File: config.mk
export PLATFORM = sky130hd
export DESIGN_NAME = pngf_filter_alu
export DESIGN_NICKNAME = d
export VERILOG_FILES = /design/src/pngf_pkg.sv /design/src/pngf_filter_alu.sv
export SDC_FILE = /design/constraint.sdc
export NUM_CORES = 1
export LEC_CHECK = 0
export BUFFER_PORTS_ARGS = -buffer_cell sky130_fd_sc_hd__buf_2
export CAP_MARGIN = 20
export CORE_ASPECT_RATIO = 1.25
export CORE_MARGIN = 4
export CORE_UTILIZATION = 55
export DETAILED_ROUTE_END_ITERATION = 8
export PLACE_DENSITY = 0.79
export REMOVE_ABC_BUFFERS = 1
export SYNTH_ARGS = -nofsm -noshare
export SYNTH_HDL_FRONTEND = slang
export SYNTH_SLANG_ARGS = --single-unit
File: constraint.sdc
create_clock -name vclk -period 8.7
set_input_delay 0.435 -clock vclk [all_inputs]
set_output_delay 0.435 -clock vclk [all_outputs]
set_load 0.01 [all_outputs]
File: src/pngf_pkg.sv
package pngf_pkg;

  localparam int SCORE_W = 23;
  localparam logic [SCORE_W-1:0] SCORE_MAX = 23'h7FFFFF;

  // item opcodes
  localparam logic OP_LOAD  = 1'b0;
  localparam logic OP_DRAIN = 1'b1;

  // filter type codes
  localparam logic [2:0] FILT_NONE  = 3'd0;
  localparam logic [2:0] FILT_SUB   = 3'd1;
  localparam logic [2:0] FILT_UP    = 3'd2;
  localparam logic [2:0] FILT_AVG   = 3'd3;
  localparam logic [2:0] FILT_PAETH = 3'd4;
  localparam int unsigned NUM_FILT  = 5;

  // configuration register indexes
  localparam logic [1:0] REG_EFFORT    = 2'd0;
  localparam logic [1:0] REG_BPP       = 2'd1;
  localparam logic [1:0] REG_ROW_BYTES = 2'd2;

  localparam logic [3:0]  EFFORT_RESET    = 4'd6;
  localparam logic [1:0]  BPP_RESET       = 2'd3;
  localparam logic [15:0] ROW_BYTES_RESET = 16'h8000;
  localparam logic [3:0]  EFFORT_FULL     = 4'd7;

  typedef struct packed {
    logic       clear;
    logic       add;
    logic       pick;
    logic [2:0] idx;
  } score_ctl_t;

  // Filters allowed at a given effort level, one bit per filter type.
  function automatic logic [NUM_FILT-1:0] allowed_mask(input logic [3:0] lv);
    logic [NUM_FILT-1:0] m;
    if (lv == 4'd0) begin
      m = 5'h01;
    end else if (lv inside {[4'd1:4'd3]}) begin
      m = 5'h05;
    end else if (lv inside {[4'd4:4'd6]}) begin
      m = 5'h17;
    end else begin
      m = 5'h1F;
    end
    return m;
  endfunction

  // Magnitude of a filtered byte read as two's complement.
  function automatic logic [7:0] byte_mag(input logic [7:0] v);
    return v[7] ? (~v + 8'd1) : v;
  endfunction

  // True when v is a multiple of three: fold base-4 digits, since 4 = 1 mod 3.
  function automatic logic mod3_zero(input logic [15:0] v);
    logic [4:0] s1;
    logic [2:0] s2;
    logic [2:0] s3;
    s1 = '0;
    for (int n = 0; n < 8; n++) begin
      s1 = s1 + 5'(v[2*n +: 2]);
    end
    s2 = 3'(s1[1:0]) + 3'(s1[3:2]) + 3'(s1[4]);
    s3 = 3'(s2[1:0]) + 3'(s2[2]);
    return (s3 == 3'd0) || (s3 == 3'd3);
  endfunction

endpackage

File: src/pngf_filter_alu.sv
module pngf_filter_alu (
  input  logic [2:0] sel_i,
  input  logic [7:0] x_i,
  input  logic [7:0] a_i,
  input  logic [7:0] b_i,
  input  logic [7:0] c_i,
  output logic [7:0] filt_o,
  output logic [7:0] mag_o
);

  function automatic logic [9:0] abs10(input logic signed [9:0] v);
    return v[9] ? 10'(-v) : 10'(v);
  endfunction

  logic signed [9:0] p;
  logic [9:0] pa, pb, pc;
  logic [7:0] paeth;
  logic [8:0] ab_sum;
  logic [7:0] pred;

  always_comb begin
    p  = $signed({2'b00, a_i}) + $signed({2'b00, b_i}) - $signed({2'b00, c_i});
    pa = abs10(p - $signed({2'b00, a_i}));
    pb = abs10(p - $signed({2'b00, b_i}));
    pc = abs10(p - $signed({2'b00, c_i}));
    if (pa <= pb && pa <= pc) begin
      paeth = a_i;
    end else if (pb <= pc) begin
      paeth = b_i;
    end else begin
      paeth = c_i;
    end
    ab_sum = {1'b0, a_i} + {1'b0, b_i};
    case (sel_i)
      pngf_pkg::FILT_NONE: pred = 8'd0;
      pngf_pkg::FILT_SUB:  pred = a_i;
      pngf_pkg::FILT_UP:   pred = b_i;
      pngf_pkg::FILT_AVG:  pred = ab_sum[8:1];
      default:             pred = paeth;
    endcase
    filt_o = x_i - pred;
    mag_o  = pngf_pkg::byte_mag(filt_o);
  end

endmodule

==> results of run 1 <==
-- synthesized netlist by cell type (all sizes together), types with 6 or more instances --
master  number
nor3        13
nor4        11
xor2        30
fa          13
ha          77
nand3       15
nor3b        6
o21ai       21
a21oi       53
xnor2       37
a21o        18
o21bai       8
inv         69
a22oi        6
a31oi        7
mux2i        9
nor2        56
clkbuf       7
nand2b       8
nand2       25
-- kinds of logic after synthesis --
| family | after synthesis |
|---|---|
| AND/OR/NAND/NOR | 167 |
| AO/OA/AOI/OAI | 161 |
| adder cells (fa/ha/maj) | 90 |
| buffers and inverters | 80 |
| XOR/XNOR | 67 |
| multiplexers | 11 |
-- per-stage QoR --
step                      std cells  cell area (um2)  utilization (%)
after floorplan                 565             4220                -
after CTS                       914             6460             86.3
after detailed placement        900             6030             80.6
after global placement          900             6030             80.6
-- layer usage --
metal,GRT usage (%),overflow
met1,66.0,0
met4,73.6,3
met3,39.2,0
met5,4.85,0
met2,85.1,3
-- repair_timing --
action	CTS
endpoints found under the setup margin	10
pin swaps	57
cloned	0
resized for setup	62
buffers inserted	14
==> results.cfg, run 1 <==
[run_status]
status = did not finish
stop_stage = global routing
tool.error = [ERROR GRT-0232] Routing congestion too high. Check the congestion heatmap in the GUI.

[sta]
worstEndpointType = primary output
worst_endpoint = mag_o[3]

[placed_design]
place_hpwl_um = 12800
dp_slack_ns = -1.04
io_buffer_count = 51
gp_congestion = 0.965

[yosys]
yosysSeqAreaShare_pct = 0
yosys.area.top_type = ha_1
synth.mux.area_fraction_pct = 2.63
synthTopCellsByArea = ha_1 (22%), xnor2_1 (7.2%), xor2_1 (6.1%), fa_1 (6.1%), inv_1 (6.0%)
synth_top_family_by_area = adder cells
ys_warn_count = 0
syn_area_mm2 = 0.00428
synth_top_area_share_pct = 22.5
synth-compound-area-share_pct = 26.5
synth_xor_area_share_pct = 14.0
avgSynthCellArea_um2 = 7.44
synthSimpleGateAreaFrac_pct = 20.7
synth_adder_area_share_pct = 28.6
synth.distinct_cells = 70
synth_cells = 576

[die]
start_util_pct = 57.2
num_rows = 35
die_w_um = 86.9
die_h_um = 107
design.portCount = 51

[cts]
cts_hold_buf = 0

[global_routing]
overflow = 6
grtUsageTotal_pct = 65.6
grt_max_degree = 19
==> run 2, diff against run 1 <==
--- a/config.mk
+++ b/config.mk
@@ -7,11 +7,10 @@
 export LEC_CHECK = 0
 export BUFFER_PORTS_ARGS = -buffer_cell sky130_fd_sc_hd__buf_2
 export CAP_MARGIN = 20
-export CORE_ASPECT_RATIO = 1.25
 export CORE_MARGIN = 4
-export CORE_UTILIZATION = 55
+export CORE_UTILIZATION = 40
 export DETAILED_ROUTE_END_ITERATION = 8
-export PLACE_DENSITY = 0.79
+export PLACE_DENSITY_LB_ADDON = 0.15
 export REMOVE_ABC_BUFFERS = 1
 export SYNTH_ARGS = -nofsm -noshare
 export SYNTH_HDL_FRONTEND = slang
==> constraint.sdc (replaced) <==
create_clock -name vclk -period 11.3
set_input_delay 0.565 -clock vclk [all_inputs]
set_output_delay 0.565 -clock vclk [all_outputs]
set_load 0.01 [all_outputs]
==> run 2 against run 1 <==
  * The flow now finishes without violations
  * Area after synthesis stayed put
  * Synthesized cell count stayed put
==> results.cfg, run 2 <==
[route]
first_iter_violations = 161
drtAntennaViolNets = 0
dr.pass1.iters = 4
vias = 4186
wl_per_cell_um = 16.2
vias_per_cell = 5.54
drt-total-wl_um = 12200
drc = 0

[worst_setup_path]
required_ns = 10.74
path_max_fanout = 14
crit_path_top_delay_cell = or4_4
cp_slowest_stage_delay_ns = 0.60
worstSetupPathType = primary input to output port
end_kind = output port
cp_common_cell = a21oi_1
worstPathArrival_ns = 10.00
crit_path_start_kind = primary input

[global_routing]
grt_use_met1_pct = 25.1
overflow = 0
grt_pass1_wl_um = 20400
grt_max_degree = 19
grtUsageTotal_pct = 19.4
busiest_layer = met2
grt_pass1_vias = 4268
grtUsageMet2_pct = 35.7
met3_usage_pct = 1.30
antenna_found_initial = 0

[cells_and_area]
fin_nets = 746
n_clock_buffer = 0
drive_above_1_share_pct = 13.9
regArea_um2 = 0
seq_cells = 0
layout_common_cells = ha_1 (77), inv_1 (69), nor2_1 (55), buf_2 (51), a21oi_1 (50)
diodes = 0
n_fill_cell = 1069
mostFrequentLayoutCell = ha_1
syn2layout_area_growth_pct = 9.64

[sta]
maxSlewViolCount = 0
max-slew-margin-rel_pct = 47.2
setup_viol = 0
hold_violations = 0
rsz0062_at_grt = false
fin_crit_sh_pct = 93.5
min_period_ns = 10.56
tightest_slew_ns = 0.790
max_freq_mhz = 94.7
tns_ns = 0

[yosys]
avgSynthCellArea_um2 = 7.44
synth_cells = 576
synth.distinct_cells = 70
synth_commonest_cells = ha_1 (77), inv_1 (69), nor2_1 (56), a21oi_1 (50), xnor2_1 (35)
ys_warn_count = 0
synth.most_common_cell = ha_1
syn_area_mm2 = 0.00428
yosysSeqAreaShare_pct = 0
synth_top_area_share_pct = 22.5
synthTopCellsByArea = ha_1 (22%), xnor2_1 (7.2%), xor2_1 (6.1%), fa_1 (6.1%), inv_1 (6.0%)
yosys.area.top_type = ha_1

[placed_design]
gp_congestion = 0.878
io_buffer_count = 51
place_hpwl_um = 10800

[die]
start_util_pct = 41.3
num_rows = 37
fp.coreArea_mm2 = 0.0104
design.portCount = 51
die_w_um = 111
die_h_um = 111
die-area_mm2 = 0.0124

[min_path]
hp-class = primary input to output port

[job]
maxCapViolations = 0

[run_status]
status = complete, no violations

[cts]
cts_hold_buf = 0
run 2: cell counts after synthesis:
No cell type changed its count.
run 2: worst paths after layout:
| kind | to | startpoint | cells after the start |
|---|---|---|---|
| min | filt_o[6] | x_i[6] | 4 |
| max | mag_o[1] | a_i[1] | 41 |
run 2: what timing repair did:
action,4_1_cts,5_1_grt
resized for setup,0,4
setup buffers,0,3
setup endpoints to repair,0,6
run 2: cells by family (layout without fill, tap and decap cells):
kind of cell | Yosys count | count (layout) | synth area share, %
simple gates | 167 | 167 | 20.7
compound gates | 161 | 161 | 26.5
fa+ha+maj | 90 | 90 | 28.6
buf+inv | 80 | 123 | 7.54
xor+xnor | 67 | 67 | 14.0
mux | 11 | 11 | 2.63
run 2: worst max-delay path: cells and delay by family:
kind,cells,cell delay [ns]
buffers and inverters,5,0.61
AOI/OAI and AO/OA,21,4.30
and+or+nand+nor,5,1.51
adders and majority gates,5,1.79
xor gates and xnor gates,4,0.87
muxes,1,0.32
run 2: layer usage:
metal	vias up	wire length (um)
met3	14	448
met5	-	0
li1	2160	-
met1	1919	5530
met4	0	174
met2	93	6050
run 2: final cells by class:
type	instances	area, um2	area share (%)
multi-input cells	496	3990	84.9
repair buffers	54	278	5.91
inverters	69	259	5.51
well taps	136	170	3.62
run 2: stage by stage:
| stage | utilization [%] | hold WS, ns | setup slack (ns) | area, um2 | std cells |
|---|---|---|---|---|---|
| finish | 45.3 | 1.64 | 0.738 | 4700 | 755 |
| floorplan | - | 1.37 | 1.72 | 4220 | 565 |
| global placement | 44.8 | 1.63 | 0.812 | 4650 | 752 |
| CTS | 44.8 | 1.64 | 0.568 | 4650 | 752 |
| detailed placement | 44.8 | 1.63 | 0.602 | 4650 | 752 |
| global route | 45.3 | 1.69 | 0.0163 | 4700 | 755 |
Power of run 2 is left out: the tool's default activity adds up to more than one toggle a clock period on the data nets, which glitch-free logic cannot reach.
