<file path="src/pngf_pkg.sv">
package pngf_pkg;

  localparam int SCORE_W = 23;
  localparam logic [SCORE_W-1:0] SCORE_MAX = 23'h7FFFFF;

  // item opcodes
  localparam logic OP_LOAD  = 1'b0;
  localparam logic OP_DRAIN = 1'b1;

  // filter type codes
  localparam logic [2:0] FILT_NONE  = 3'd0;
  localparam logic [2:0] FILT_SUB   = 3'd1;
  localparam logic [2:0] FILT_UP    = 3'd2;
  localparam logic [2:0] FILT_AVG   = 3'd3;
  localparam logic [2:0] FILT_PAETH = 3'd4;
  localparam int unsigned NUM_FILT  = 5;

  // configuration register indexes
  localparam logic [1:0] REG_EFFORT    = 2'd0;
  localparam logic [1:0] REG_BPP       = 2'd1;
  localparam logic [1:0] REG_ROW_BYTES = 2'd2;

  localparam logic [3:0]  EFFORT_RESET    = 4'd6;
  localparam logic [1:0]  BPP_RESET       = 2'd3;
  localparam logic [15:0] ROW_BYTES_RESET = 16'h8000;
  localparam logic [3:0]  EFFORT_FULL     = 4'd7;

  typedef struct packed {
    logic       clear;
    logic       add;
    logic       pick;
    logic [2:0] idx;
  } score_ctl_t;

  // Filters allowed at a given effort level, one bit per filter type.
  function automatic logic [NUM_FILT-1:0] allowed_mask(input logic [3:0] lv);
    logic [NUM_FILT-1:0] m;
    if (lv == 4'd0) begin
      m = 5'h01;
    end else if (lv inside {[4'd1:4'd3]}) begin
      m = 5'h05;
    end else if (lv inside {[4'd4:4'd6]}) begin
      m = 5'h17;
    end else begin
      m = 5'h1F;
    end
    return m;
  endfunction

  // Magnitude of a filtered byte read as two's complement.
  function automatic logic [7:0] byte_mag(input logic [7:0] v);
    return v[7] ? (~v + 8'd1) : v;
  endfunction

  // True when v is a multiple of three: fold base-4 digits, since 4 = 1 mod 3.
  function automatic logic mod3_zero(input logic [15:0] v);
    logic [4:0] s1;
    logic [2:0] s2;
    logic [2:0] s3;
    s1 = '0;
    for (int n = 0; n < 8; n++) begin
      s1 = s1 + 5'(v[2*n +: 2]);
    end
    s2 = 3'(s1[1:0]) + 3'(s1[3:2]) + 3'(s1[4]);
    s3 = 3'(s2[1:0]) + 3'(s2[2]);
    return (s3 == 3'd0) || (s3 == 3'd3);
  endfunction

endpackage

</file>
<file path="src/pngf_score_bank.sv">
module pngf_score_bank (
  input  logic                                clk_i,
  input  logic                                rst_ni,
  input  pngf_pkg::score_ctl_t                ctl_i,
  input  logic [7:0]                          mag_i,
  input  logic [pngf_pkg::NUM_FILT-1:0]       mask_i,
  output logic [2:0]                          chosen_o
);

  logic [pngf_pkg::SCORE_W-1:0] score_q [pngf_pkg::NUM_FILT];
  logic [pngf_pkg::SCORE_W-1:0] best_score_q;
  logic [2:0]                   best_q;
  logic [pngf_pkg::SCORE_W-1:0] cur;
  logic [pngf_pkg::SCORE_W:0]   sum;
  logic [pngf_pkg::SCORE_W-1:0] sat;

  always_comb begin
    cur = score_q[ctl_i.idx];
    sum = {1'b0, cur} + (pngf_pkg::SCORE_W + 1)'(mag_i);
    sat = sum[pngf_pkg::SCORE_W] ? pngf_pkg::SCORE_MAX : sum[pngf_pkg::SCORE_W-1:0];
  end

  always_ff @(posedge clk_i or negedge rst_ni) begin
    if (!rst_ni) begin
      for (int n = 0; n < pngf_pkg::NUM_FILT; n++) begin
        score_q[n] <= '0;
      end
      best_q       <= pngf_pkg::FILT_NONE;
      best_score_q <= '0;
    end else begin
      if (ctl_i.clear) begin
        for (int n = 0; n < pngf_pkg::NUM_FILT; n++) begin
          score_q[n] <= '0;
        end
      end else if (ctl_i.add) begin
        score_q[ctl_i.idx] <= sat;
      end
      // None is always allowed, so the first step seeds the running minimum
      if (ctl_i.pick) begin
        if (ctl_i.idx == pngf_pkg::FILT_NONE) begin
          best_q       <= pngf_pkg::FILT_NONE;
          best_score_q <= cur;
        end else if (mask_i[ctl_i.idx] && cur < best_score_q) begin
          best_q       <= ctl_i.idx;
          best_score_q <= cur;
        end
      end
    end
  end

  assign chosen_o = best_q;

endmodule

</file>
<file path="config.mk">
export PLATFORM = sky130hd
export DESIGN_NAME = pngf_score_bank
export DESIGN_NICKNAME = d
export VERILOG_FILES = /design/src/pngf_pkg.sv /design/src/pngf_score_bank.sv
export SDC_FILE = /design/constraint.sdc
export NUM_CORES = 1
export LEC_CHECK = 0
export ABC_AREA = 1
export BUFFER_PORTS_ARGS = -buffer_cell sky130_fd_sc_hd__buf_4
export CAP_MARGIN = 30
export CORE_UTILIZATION = 60
export CTS_BUF_LIST = sky130_fd_sc_hd__clkbuf_8
export CTS_CLUSTER_DIAMETER = 40
export DETAILED_ROUTE_END_ITERATION = 12
export GPL_ROUTABILITY_DRIVEN = 0
export GPL_TIMING_DRIVEN = 0
export PLACE_DENSITY = 0.74
export RECOVER_POWER = 25
export SLEW_MARGIN = 20
export SYNTH_ARGS = -nofsm -noshare
export SYNTH_HDL_FRONTEND = slang
export SYNTH_SLANG_ARGS = --single-unit
</file>
<file path="constraint.sdc">
create_clock -name clk_i -period 4.6 [get_ports clk_i]
set_clock_uncertainty 0.05 [all_clocks]
set_input_delay 0.46 -clock clk_i [delete_from_list [all_inputs] [get_ports clk_i]]
set_output_delay 0.46 -clock clk_i [all_outputs]
set_load 0.005 [all_outputs]
</file>
# Word-level counts from Yosys, hierarchy flattened
# Cells that the tools add are included.
dict set report op_classes {
  addsub 1
  magnitude_cmp 4
  mux 15
  bitwise 1
  reduce_logical 6
}
# op count
set op_table {}
lappend op_table {{2-to-1 mux 115 bit} 2}
lappend op_table {{2-to-1 mux 23 bit} 6}
lappend op_table {{bitwise mux 115 bit} 1}
lappend op_table {{binary-select mux 23 bit (select 3 bit)} 1}
lappend op_table {{demux 23 bit (select 3 bit)} 1}
lappend op_table {{adder 23 x 8 -> 24 bit} 1}
lappend op_table {{less-than comparator 23 bit} 1}
lappend op_table {{2-to-1 mux 3 bit} 2}
lappend op_table {{>= comparator 4 bit, second input constant} 1}
lappend op_table {{less-than comparator 3 x 4 -> 1 bit, second input constant} 1}
lappend op_table {{less-than comparator 4 x 1 -> 1 bit, second input constant} 1}
lappend op_table {{NOT 3 -> 4 bit} 1}
lappend op_table {{nonzero test 2 bit} 2}
lappend op_table {{binary-select mux 1 bit (select 3 bit)} 1}
lappend op_table {{zero test 3 bit} 1}
lappend op_table {{logical AND 1 bit} 2}
lappend op_table {{AND reduction 2 bit} 1}
lappend op_table {{2-to-1 mux 1 bit} 1}
dict set report totals {
  regBits 141
  inputBits 21
  out_inout_bits 3
}

# Longest topological paths before layout
# Gate-level depths: netlist (run 1).
dict set report logic_depth {
  depth_word 9
  ltp_mapped 23
}

# Worst setup path before layout (run 1)
# OpenSTA, ideal clock, no wires.
dict set report synth_timing {
  kind {input -> register}
  startpoint {input ctl_i[2] (netlist bit)}
  endpoint {register score_q[108] (netlist bit)}
  t_arrival_ps 2950
  required_time_ps 4433
  path_slack_ps 1483
  cell_stages 22
  n_path_buf 2
  cell_sequence {buf_6 -> inv_2 -> nand2_1 -> nor2_4 -> buf_2 -> inv_1 -> nor2_1 -> a221oi_1 -> o221ai_1 -> ha_1 -> nand2_1 -> nand3_1 -> and2_1 -> nand2_1 -> nand2_1 -> nand3_1 -> inv_1 -> nand2_1 -> o21ai_0 -> nand3_4 -> nand2_1 -> nand2_1}
}
dict set report synth_between {
  elab_chain_cells 9
}
# item line_no
set synth_lines {}
lappend synth_lines {{from (decl)} pngf_score_bank.sv:4} ;# input pngf_pkg::score_ctl_t ctl_i,
lappend synth_lines {{NOT 3 -> 4 bit (implied by the code)} pngf_score_bank.sv:18} ;# cur = score_q[ctl_i.idx];
lappend synth_lines {{binary-select mux 23 bit (select 3 bit)} pngf_score_bank.sv:18}
lappend synth_lines {{2-to-1 mux 23 bit (implied by the code) (2 in a row)} pngf_score_bank.sv:18}
lappend synth_lines {{named net cur (one bit)} pngf_score_bank.sv:13} ;# logic [pngf_pkg::SCORE_W-1:0] cur;
lappend synth_lines {{adder 23 x 8 -> 24 bit} pngf_score_bank.sv:19} ;# sum = {1'b0, cur} + (pngf_pkg::SCORE_W + 1)'(mag_i);
lappend synth_lines {{2-to-1 mux 23 bit} pngf_score_bank.sv:20} ;# sat = sum[pngf_pkg::SCORE_W] ? pngf_pkg::SCORE_MAX : sum[pngf_pkg::SCORE_W-1:0];
lappend synth_lines {{bitwise mux 115 bit} pngf_score_bank.sv:36} ;# score_q[ctl_i.idx] <= sat;
lappend synth_lines {{2-to-1 mux 115 bit} pngf_score_bank.sv:35} ;# end else if (ctl_i.add) begin
lappend synth_lines {{2-to-1 mux 115 bit} pngf_score_bank.sv:31} ;# if (ctl_i.clear) begin
lappend synth_lines {{to (signal, indexed assignment)} pngf_score_bank.sv:36}
lappend synth_lines {{to (decl)} pngf_score_bank.sv:10} ;# logic [pngf_pkg::SCORE_W-1:0] score_q [pngf_pkg::NUM_FILT];
# The timed path passes the listed nets, and every way through them passes these cells. The select of a mux whose other input is x is not followed.
# A chain may end at the register's enable or synchronous reset.

==> flow_summary.json, run 1 <==
{
  "worstSetupStartpointType": "input pin",
  "multi_input_area_mm2": 0.00383,
  "ctsHoldBuffers": 1,
  "grt_max_degree": 73,
  "die-area_mm2": 0.0137,
  "ir_worst_vdd_mv": 0.250,
  "p_per_area_mw_per_mm2": 305,
  "numCtsBuffers": 17,
  "ios": 24,
  "gr-usage-all-layers_pct": 33.5,
  "leakagePower_nw": 4.81,
  "crit_required_ps": 4400,
  "antenna_cells": 0,
  "hpwl_um": 15100,
  "clock_latency_ps": 450,
  "dieWidth_um": 117,
  "maxSlewViolCount": 70,
  "synth_cell_types": 39,
  "wl_um": 21100,
  "finalSetupTns_ps": 0,
  "path_cells": "dlygate4sd3_1, dlymetal6s4s_1",
  "post_cts_buffers": 0,
  "arrival_ps": 3390,
  "ys_seq_area_share_pct": 44.6,
  "cts_root_buf": "clkbuf_8",
  "cts_tree": "done",
  "max_stage_delay_ps": 2340,
  "final-seq-area_mm2": 0.00353,
  "worst_slew_pin_slew_ps": 3180,
  "synthDominantCellAreaShare_pct": 44.6,
  "synth_common_cells": "nand2_1, dfrtp_1, inv_1, nand3_1, nor2_1",
  "grt_pass1_wl_um": 33400,
  "nets": 1165,
  "drive_above_1_share_pct": 9.59,
  "synthArstFlopShare_pct": 100,
  "rows": 41,
  "ys.flop_type": "dfrtp_1",
  "synth_edf_count": 0,
  "drc": 0,
  "drtIter0Drc": 653,
  "dp_cells": 1265,
  "min_period_ps": 3590,
  "violations": "max-capacitance violations, max-slew violations",
  "first_pass_iters": 6,
  "antenna_left": 0,
  "post-route-period-util_pct": 78.0,
  "cts_resized": 0,
  "syn-cell-area_mm2": 0.00792,
  "rsz0062_at_grt": "no",
  "fmax_mhz": 279,
  "grt_remaining_overflow": 0,
  "synth_largest_area_cell": "dfrtp_1",
  "vias_per_cell": 5.44,
  "ys_warn_count": 0,
  "max-slew-margin-rel_pct": -112,
  "setup_violations": 0,
  "synth_area_leaders": "dfrtp_1, nand2_1, ha_1, inv_1, nand3_1",
  "critPathMaxFanout": 70,
  "synth_most_common_cell": "nand2_1",
  "port_buffers": 21,
  "cts.sinks": 141,
  "syn_to_final_growth_pct": 11.0,
  "crit_buf_inv": 2,
  "status": "finished, violations left",
  "stdcell_count": 1298,
  "ys_ff_latch": 141,
  "fillers": 1125,
  "post_drt_wl_per_cell_um": 16.3,
  "h-tree-depth": 4,
  "syn-instance-count": 1071,
  "die_h_um": 117,
  "maxCapViolCount": 1,
  "crit_family": "buffers and inverters",
  "hold_viol": 0,
  "clkSlewWorstSetupHoldPaths_ps": 80,
  "antenna_found_initial": 1,
  "routed-via-count": 7056,
  "cp-end-kind": "asynchronous set/reset pin",
  "core_area_mm2": 0.0127,
  "worstSetupPathType": "input pin to asynchronous set/reset pin",
  "grt_pass1_vias": 6458,
  "slowest_stage": "dlymetal6s4s_1",
  "postSynthNetCount": 1123,
  "syn_area_per_cell_um2": 7.39,
  "hp-class": "input pin to register",
  "start_util_pct": 62.2,
  "cts_max_path_buffers": 2
}
final cells by class:
| cell class | instances | share of cell area (%) |
|---|---|---|
| flip-flops and latches | 141 | 40.2 |
| plain buffers | 35 | 2.36 |
| clock inverters | 11 | 1.87 |
| repair buffers | 23 | 2.28 |
| inverters | 93 | 3.97 |
| multi-input cells | 802 | 43.6 |
| clock buffers | 21 | 3.29 |
| well taps | 172 | 2.45 |
power by group:
group / total, mW / switching, mW / internal [mW]
Combinational: 0.274 / 0.190 / 0.0834
Sequential: 1.28 / 0.0130 / 1.27
Clock: 1.13 / 0.481 / 0.646
Total: 2.68 / 0.684 / 1.99
metal layers:
layer	vias up	track usage (%)	wire length, um	part of all wire [%]
met3	39	7.88	1740	8.2
met4	2	11.5	471	2.2
li1	3445	-	-	-
met5	-	0	13	0.062
met2	246	53.4	9550	45
met1	3324	45.0	9340	44
worst paths after layout:
kind	from	end	slack, ps	depth (start not counted)
worst max-delay path	rst_ni	score_q[107]	1010	2
worst min-delay path	ctl_i[2]	chosen_o[2]	240	3
worst max register to register	score_q[26]	score_q[18]	1310	17
worst min register to register	best_score_q[19]	best_score_q[19]	420	2
max in group clk_i	ctl_i[2]	score_q[18]	1020	22
min in group asynchronous	rst_ni	best_score_q[3]	1670	2
state kept, by name, indices dropped and copies added, names as in the netlist:
register / cells
chosen_o: 3
score_q: 115
best_score_q: 23
stage by stage:
step	utilization, %	worst slack, ps	power [mW]	instance area, um^2	hold WS, ps
floorplan	-	1480	1.45	7920	114
finish	69.1	1010	2.68	8790	244
global placement	65.2	600	1.57	8290	403
global route	69.1	363	2.77	8790	276
detailed placement	65.4	582	1.58	8330	400
CTS	69.1	1060	2.69	8790	221
cells in the final DEF, fill, tap and decap left out, types with 5 or more instances in the layout:
| cell type | synthesis | routed |
|---|---|---|
| nand3_1 | 64 | 64 |
| buf_2 | 6 | 6 |
| nor2_1 | 52 | 52 |
| ha_1 | 30 | 30 |
| a21oi_1 | 16 | 16 |
| nand2_1 | 526 | 526 |
| clkbuf_8 | 0 | 21 |
| clkbuf_1 | 17 | 17 |
| nand2_4 | 6 | 6 |
| o21ai_1 | 23 | 23 |
| nor2_2 | 9 | 9 |
| nand4_1 | 8 | 8 |
| nand3_4 | 11 | 11 |
| inv_1 | 86 | 88 |
| dfrtp_1 | 141 | 141 |
| buf_4 | 5 | 25 |
| o21ai_0 | 23 | 23 |
| nand3_2 | 5 | 5 |
logic make-up (layout without fill, tap and decap cells):
family	count (synthesis)	in the layout	share of synthesized area, %
and+or+nand+nor	688	688	37.3
DFF	141	141	44.6
buffers and inverters	128	183	7.03
AOI/OAI and AO/OA	80	80	5.75
adders and majority gates	31	31	4.99
xor gates and xnor gates	3	3	0.332
Power figures use the tool's default switching activity.
==> run 2: changes to the inputs <==
==> constraint.sdc (replaced) <==
create_clock -name clk_i -period 3.38 [get_ports clk_i]
set_clock_uncertainty 0.05 [all_clocks]
set_input_delay 0.338 -clock clk_i [delete_from_list [all_inputs] [get_ports clk_i]]
set_output_delay 0.338 -clock clk_i [all_outputs]
set_load 0.005 [all_outputs]
==> run 2 against run 1 <==
Critical endpoint is now score_q[59]. Largest cell class unchanged. Largest power group unchanged. The flow still finishes with violations (max-capacitance violations, max-slew violations). Critical path depth rose by 19. Total power rose by 36%. Final cell count rose by 0.31%.
==> flow_summary.json, run 2 (same netlist as run 1, synthesis figures left out) <==
{
  "status": "finished, violations left",
  "violations": "max-capacitance violations, max-slew violations",
  "hold_viol": 0,
  "dpl_cell_area_mm2": 0.00833,
  "final_cell_mix": "nand2_1, dfrtp_1, inv_1",
  "design_area_mm2": 0.00886,
  "numCtsBuffers": 17,
  "min_to": "chosen_o[2]",
  "cts_root_buf": "clkbuf_8",
  "maxCapViolCount": 1,
  "maxSlewViolCount": 71,
  "core_area_mm2": 0.0127,
  "pwr-share-comb_pct": 10.3,
  "p_per_area_mw_per_mm2": 413,
  "p_sw_mw": 0.941,
  "post-route-period-util_pct": 94.6,
  "clock_latency_ps": 460,
  "power_frac_seq_pct": 47.6,
  "hold_ws_ps": 122,
  "die_h_um": 117,
  "reg2reg_slack_ps": 330,
  "drtIter0Drc": 660,
  "syn_to_final_growth_pct": 11.9,
  "finalWorstSetupSlack_ps": 181,
  "pwr-share-clk_pct": 42.1,
  "antenna_left": 0,
  "path_cells": "buf_4, inv_2, nand2_1, nor2_4, buf_4, a221oi_1, o221ai_2, ha_1, nand2_1, nor2_1, nand2_1, nand3_1, nand3_1, nand2_1, nand2_2, nor2_2, nand2_4, buf_8, nand3_2, nand2_1, nand2_1",
  "critPathMaxFanout": 10,
  "cp_common_cell": "nand2_1",
  "slowest_stage": "a221oi_1",
  "hpwl_um": 15100,
  "worstSetupStartpointType": "input pin",
  "arrival_ps": 3540,
  "dp_cells": 1265,
  "grt_max_degree": 73,
  "hold-path-cell-count": 3,
  "stdcell_count": 1302,
  "rows": 41,
  "switching_share_pct": 25.7,
  "gr-usage-all-layers_pct": 33.6,
  "regMostFlops": "score_q",
  "nets": 1169,
  "fillers": 1117,
  "internal_power_mw": 2.71,
  "vias_per_cell": 5.48,
  "fmax_mhz": 313,
  "utilization_pct": 69.6,
  "ios": 24,
  "wl_um": 21400,
  "die-area_mm2": 0.0137,
  "drive_above_1_share_pct": 11.1,
  "min_period_ps": 3200,
  "antenna_found_initial": 1,
  "setup_violations": 0,
  "grt_pass1_vias": 6485,
  "antenna_cells": 0,
  "max_stage_delay_ps": 400,
  "final_common_cell": "nand2_1",
  "cp-end-kind": "register",
  "routed-via-count": 7130,
  "h-tree-depth": 4,
  "worstHoldStart": "ctl_i[2]",
  "clkSlewWorstSetupHoldPaths_ps": 80,
  "hp-class": "input pin to register",
  "rr_worst_depth": 18,
  "crit_required_ps": 3720,
  "dieWidth_um": 117,
  "dp_slack_ps": -516,
  "worstSetupPathType": "input pin to register",
  "post_drt_wl_per_cell_um": 16.4,
  "ir_worst_vdd_mv": 0.336,
  "first_pass_iters": 5,
  "grt_pass1_wl_um": 33500,
  "cts_tree": "done",
  "cts.sinks": 141,
  "largest_register_ffs": 115,
  "grt_remaining_overflow": 0,
  "worst_slew_pin_slew_ps": 1770,
  "rr_endpoint": "score_q[59]",
  "max-slew-margin-rel_pct": -17.7,
  "reg2reg_from": "score_q[52]",
  "cts_max_path_buffers": 2,
  "drc": 0,
  "port_buffers": 21,
  "leakagePower_nw": 4.83,
  "start_util_pct": 62.2
}
-- run 2: stage by stage --
step | power, mW | TNS (ps)
global route | 3.77 | -14.7
floorplan | 1.97 | 0
global placement | 2.13 | -53570
finish | 3.65 | 0
CTS | 3.66 | 0
detailed placement | 2.14 | -55170
-- run 2: power by group through the flow --
stage	sequential (mW)	combinational (mW)	clock [mW]
finish	1.74	0.375	1.54
global placement	1.77	0.362	0
CTS	1.74	0.374	1.55
floorplan	1.77	0.201	0
detailed placement	1.77	0.371	0
global route	1.74	0.416	1.61
-- run 2: layer usage --
layer / global-route usage (%) / wire [um] / vias up
met1: 45.2 / 9470 / 3384
met2: 53.5 / 9840 / 258
met5: 0 / 13 / -
met4: 11.4 / 340 / 2
met3: 7.98 / 1700 / 36
li1: - / - / 3450
-- run 2: layout make-up --
class | instances | area [um^2] | share of cell area [%]
Tap cell | 172 | 215 | 2.43
Timing Repair Buffer | 27 | 203 | 2.29
Clock inverter | 11 | 164 | 1.85
Sequential cell | 141 | 3530 | 39.8
Buffer | 35 | 208 | 2.34
Clock buffer | 21 | 289 | 3.26
Inverter | 93 | 349 | 3.94
Multi-Input combinational cell | 802 | 3900 | 44.0
-- run 2: timing repair --
item,in CTS,in global routing
hold endpoints to repair,69,0
buffers inserted,2,2
hold buffers,1,0
resized for setup,2,13
endpoints found under the setup margin,17,135
gates cloned,0,0
pin swaps,1,1
-- run 2: worst max path at each step --
stage,startpoint,to,slack [ps],cells past startpoint
after floorplan,ctl_i[2],score_q[108],380,22
after global placement,ctl_i[2],score_q[20],-500,22
after detailed placement,ctl_i[2],score_q[20],-520,22
after CTS,ctl_i[2],score_q[59],20,23
after global routing,ctl_i[1],best_score_q[4],-10,21
final,ctl_i[1],score_q[59],180,21
-- run 2: critical path, delay by kind of cell --
kind                     cells  cell delay, ps
AO/OA/AOI/OAI                2             630
adder cells (fa/ha/maj)      1             400
buffers and inverters        4             620
AND/OR/NAND/NOR             14            1540
==> run 3: changes to the inputs <==
--- a/config.mk
+++ b/config.mk
@@ -8,6 +8,7 @@
 export ABC_AREA = 1
 export BUFFER_PORTS_ARGS = -buffer_cell sky130_fd_sc_hd__buf_4
 export CAP_MARGIN = 30
+export CORE_MARGIN = 2
 export CORE_UTILIZATION = 60
 export CTS_BUF_LIST = sky130_fd_sc_hd__clkbuf_8
 export CTS_CLUSTER_DIAMETER = 40
==> run 3 against run 2 <==
The flow still finishes with violations (max-capacitance violations, max-slew violations). Non-clock buffer count unchanged. Sequential power hardly changed. Core utilization decreased by 0.64 points. Final cell count unchanged. Critical endpoint is now score_q[22].
==> flow_summary.json, run 3 (same netlist as run 1, synthesis figures left out) <==
{
  "arrival_ps": 3540,
  "max-slew-margin-rel_pct": -64.2,
  "cts.sinks": 141,
  "syn_to_final_growth_pct": 11.3,
  "regMostFlops": "score_q",
  "grt-busiest-layer": "met2",
  "critPathMaxFanout": 10,
  "ir_worst_vdd_mv": 0.342,
  "total_power_mw": 3.41,
  "antenna_cells": 0,
  "maxSlewViolCount": 52,
  "drtIter0Drc": 625,
  "min_period_ps": 3200,
  "grt_use_met2_pct": 47.5,
  "fmax_mhz": 313,
  "design_area_mm2": 0.00881,
  "setup_violations": 0,
  "min_to": "chosen_o[2]",
  "hpwl_um": 15000,
  "cp-end-kind": "register",
  "leakagePower_nw": 4.81,
  "crit_family": "simple AND/OR/NAND/NOR gates",
  "worst_slew_pin_slew_ps": 2460,
  "met3_usage_pct": 8.57,
  "hold_viol": 0,
  "status": "finished, violations left",
  "post_drt_wl_per_cell_um": 16.3,
  "rows": 41,
  "post-route-period-util_pct": 94.6,
  "p_per_area_mw_per_mm2": 387,
  "h-tree-depth": 4,
  "cts_root_buf": "clkbuf_8",
  "start_util_pct": 62.0,
  "drc": 0,
  "reg2reg_slack_ps": 360,
  "grt_max_degree": 91,
  "cts_max_path_buffers": 2,
  "ios": 24,
  "routed-via-count": 7130,
  "worstSetupStartpointType": "input pin",
  "worstSetupPathType": "input pin to register",
  "cp_common_cell": "nand2_1",
  "antenna_left": 0,
  "stdcell_count": 1302,
  "max_stage_delay_ps": 390,
  "gr-usage-all-layers_pct": 31.6,
  "clkSlewWorstSetupHoldPaths_ps": 80,
  "crit_required_ps": 3720,
  "slowest_stage": "ha_1",
  "grt_remaining_overflow": 0,
  "multi_input_area_mm2": 0.00391,
  "dpl_cell_area_mm2": 0.00833,
  "reg2reg_from": "score_q[52]",
  "fillers": 1081,
  "grt_pass1_wl_um": 34200,
  "cts_tree": "done",
  "wl_um": 21300,
  "vias_per_cell": 5.48,
  "rsz0062_at_grt": "no",
  "antenna_found_initial": 0,
  "die-area_mm2": 0.0141,
  "first_pass_iters": 5,
  "violations": "max-capacitance violations, max-slew violations",
  "hp-class": "input pin to register",
  "die_h_um": 119,
  "final_common_cell": "nand2_1",
  "hold-path-cell-count": 3,
  "core_area_mm2": 0.0128,
  "worstHoldStart": "ctl_i[2]",
  "numCtsBuffers": 17,
  "nets": 1169,
  "hold_ws_ps": 126,
  "rr_worst_depth": 18,
  "clock_latency_ps": 460,
  "largest_register_ffs": 115,
  "crit_buf_inv": 4,
  "drive_above_1_share_pct": 11.1,
  "port_buffers": 21,
  "grt_pass1_vias": 6605,
  "path_cells": "buf_4, inv_2, nand2_1, nor2_4, buf_4, a221oi_1, o221ai_2, ha_1, nand2_1, nor2_1, nand2_1, nand3_1, nand3_1, nand2_1, nand2_2, nor2_2, nand2_4, buf_12, nand3_4, nand2_1, nand2_1",
  "dp_cells": 1265,
  "rr_endpoint": "score_q[22]",
  "maxCapViolCount": 1,
  "crit_start": "ctl_i[1]",
  "dieWidth_um": 119,
  "grt_use_met1_pct": 44.6,
  "final-seq-area_mm2": 0.00353,
  "final_cell_mix": "nand2_1, dfrtp_1, inv_1"
}
[run 3: changes by cell type in the layout (fill, tap and decap cells not counted), sizes merged]
cell,before,now
clkbuf,40,35
bufinv,4,1
clkinv,4,7
inv,93,95
buf,42,43
clkinvlp,3,4
dlymetal6s4s,0,1
[run 3: metal layers]
| metal | routed length, um | up-vias | part of all wire (%) |
|---|---|---|---|
| met3 | 1840 | 35 | 8.7 |
| met1 | 9430 | 3351 | 44 |
| li1 | - | 3461 | - |
| met5 | 0 | - | 0 |
| met2 | 9570 | 283 | 45 |
| met4 | 408 | 0 | 1.9 |
[run 3: final cells by class]
class,instances,area share [%]
Multi-Input combinational cell,802,44.4
Sequential cell,141,40.0
Inverter,93,3.96
Clock buffer,18,2.81
Timing Repair Buffer,27,2.61
Tap cell,172,2.44
Buffer,35,2.36
Clock inverter,14,1.41
[run 3: stage by stage]
stage	worst slack (ps)	setup TNS (ps)	util, %
after floorplan	385	0	-
final	182	0	69.0
after global placement	-482	-51070	64.9
after global routing	15.2	0	69.0
after CTS	31.7	0	68.2
after detailed placement	-528	-53010	65.2
[run 3: power breakdown]
group / total (mW) / internal [mW] / leakage [nW] / switching (mW)
Clock: 1.29 / 0.600 / 0.186 / 0.694
Combinational: 0.379 / 0.116 / 2.66 / 0.263
Sequential: 1.74 / 1.72 / 1.96 / 0.0174
Total: 3.41 / 2.44 / 4.81 / 0.975
[run 3: worst reg2reg max path: cells and delay by family (launching register included)]
kind,cells,cell delay [ps]
and+or+nand+nor,13,1340
adders and majority gates,1,390
buffers and inverters,2,260
DFF,1,370
AOI/OAI and AO/OA,2,550
[run 3: worst max-delay path by stage]
stage,end,slack [ps],depth (start not counted)
final,score_q[22],180,21
after global routing,score_q[22],20,24
after CTS,score_q[44],30,18
after detailed placement,score_q[66],-530,22
after global placement,score_q[20],-480,22
after floorplan,score_q[108],380,22
[run 3: timing repair]
item                                   4_1_cts  5_1_grt
hold buffers                                 1        0
gates resized for setup                      2       17
pin swaps                                    0        2
setup endpoints to repair                   16      135
endpoints found under the hold margin       51        0
buffers inserted                             0        4
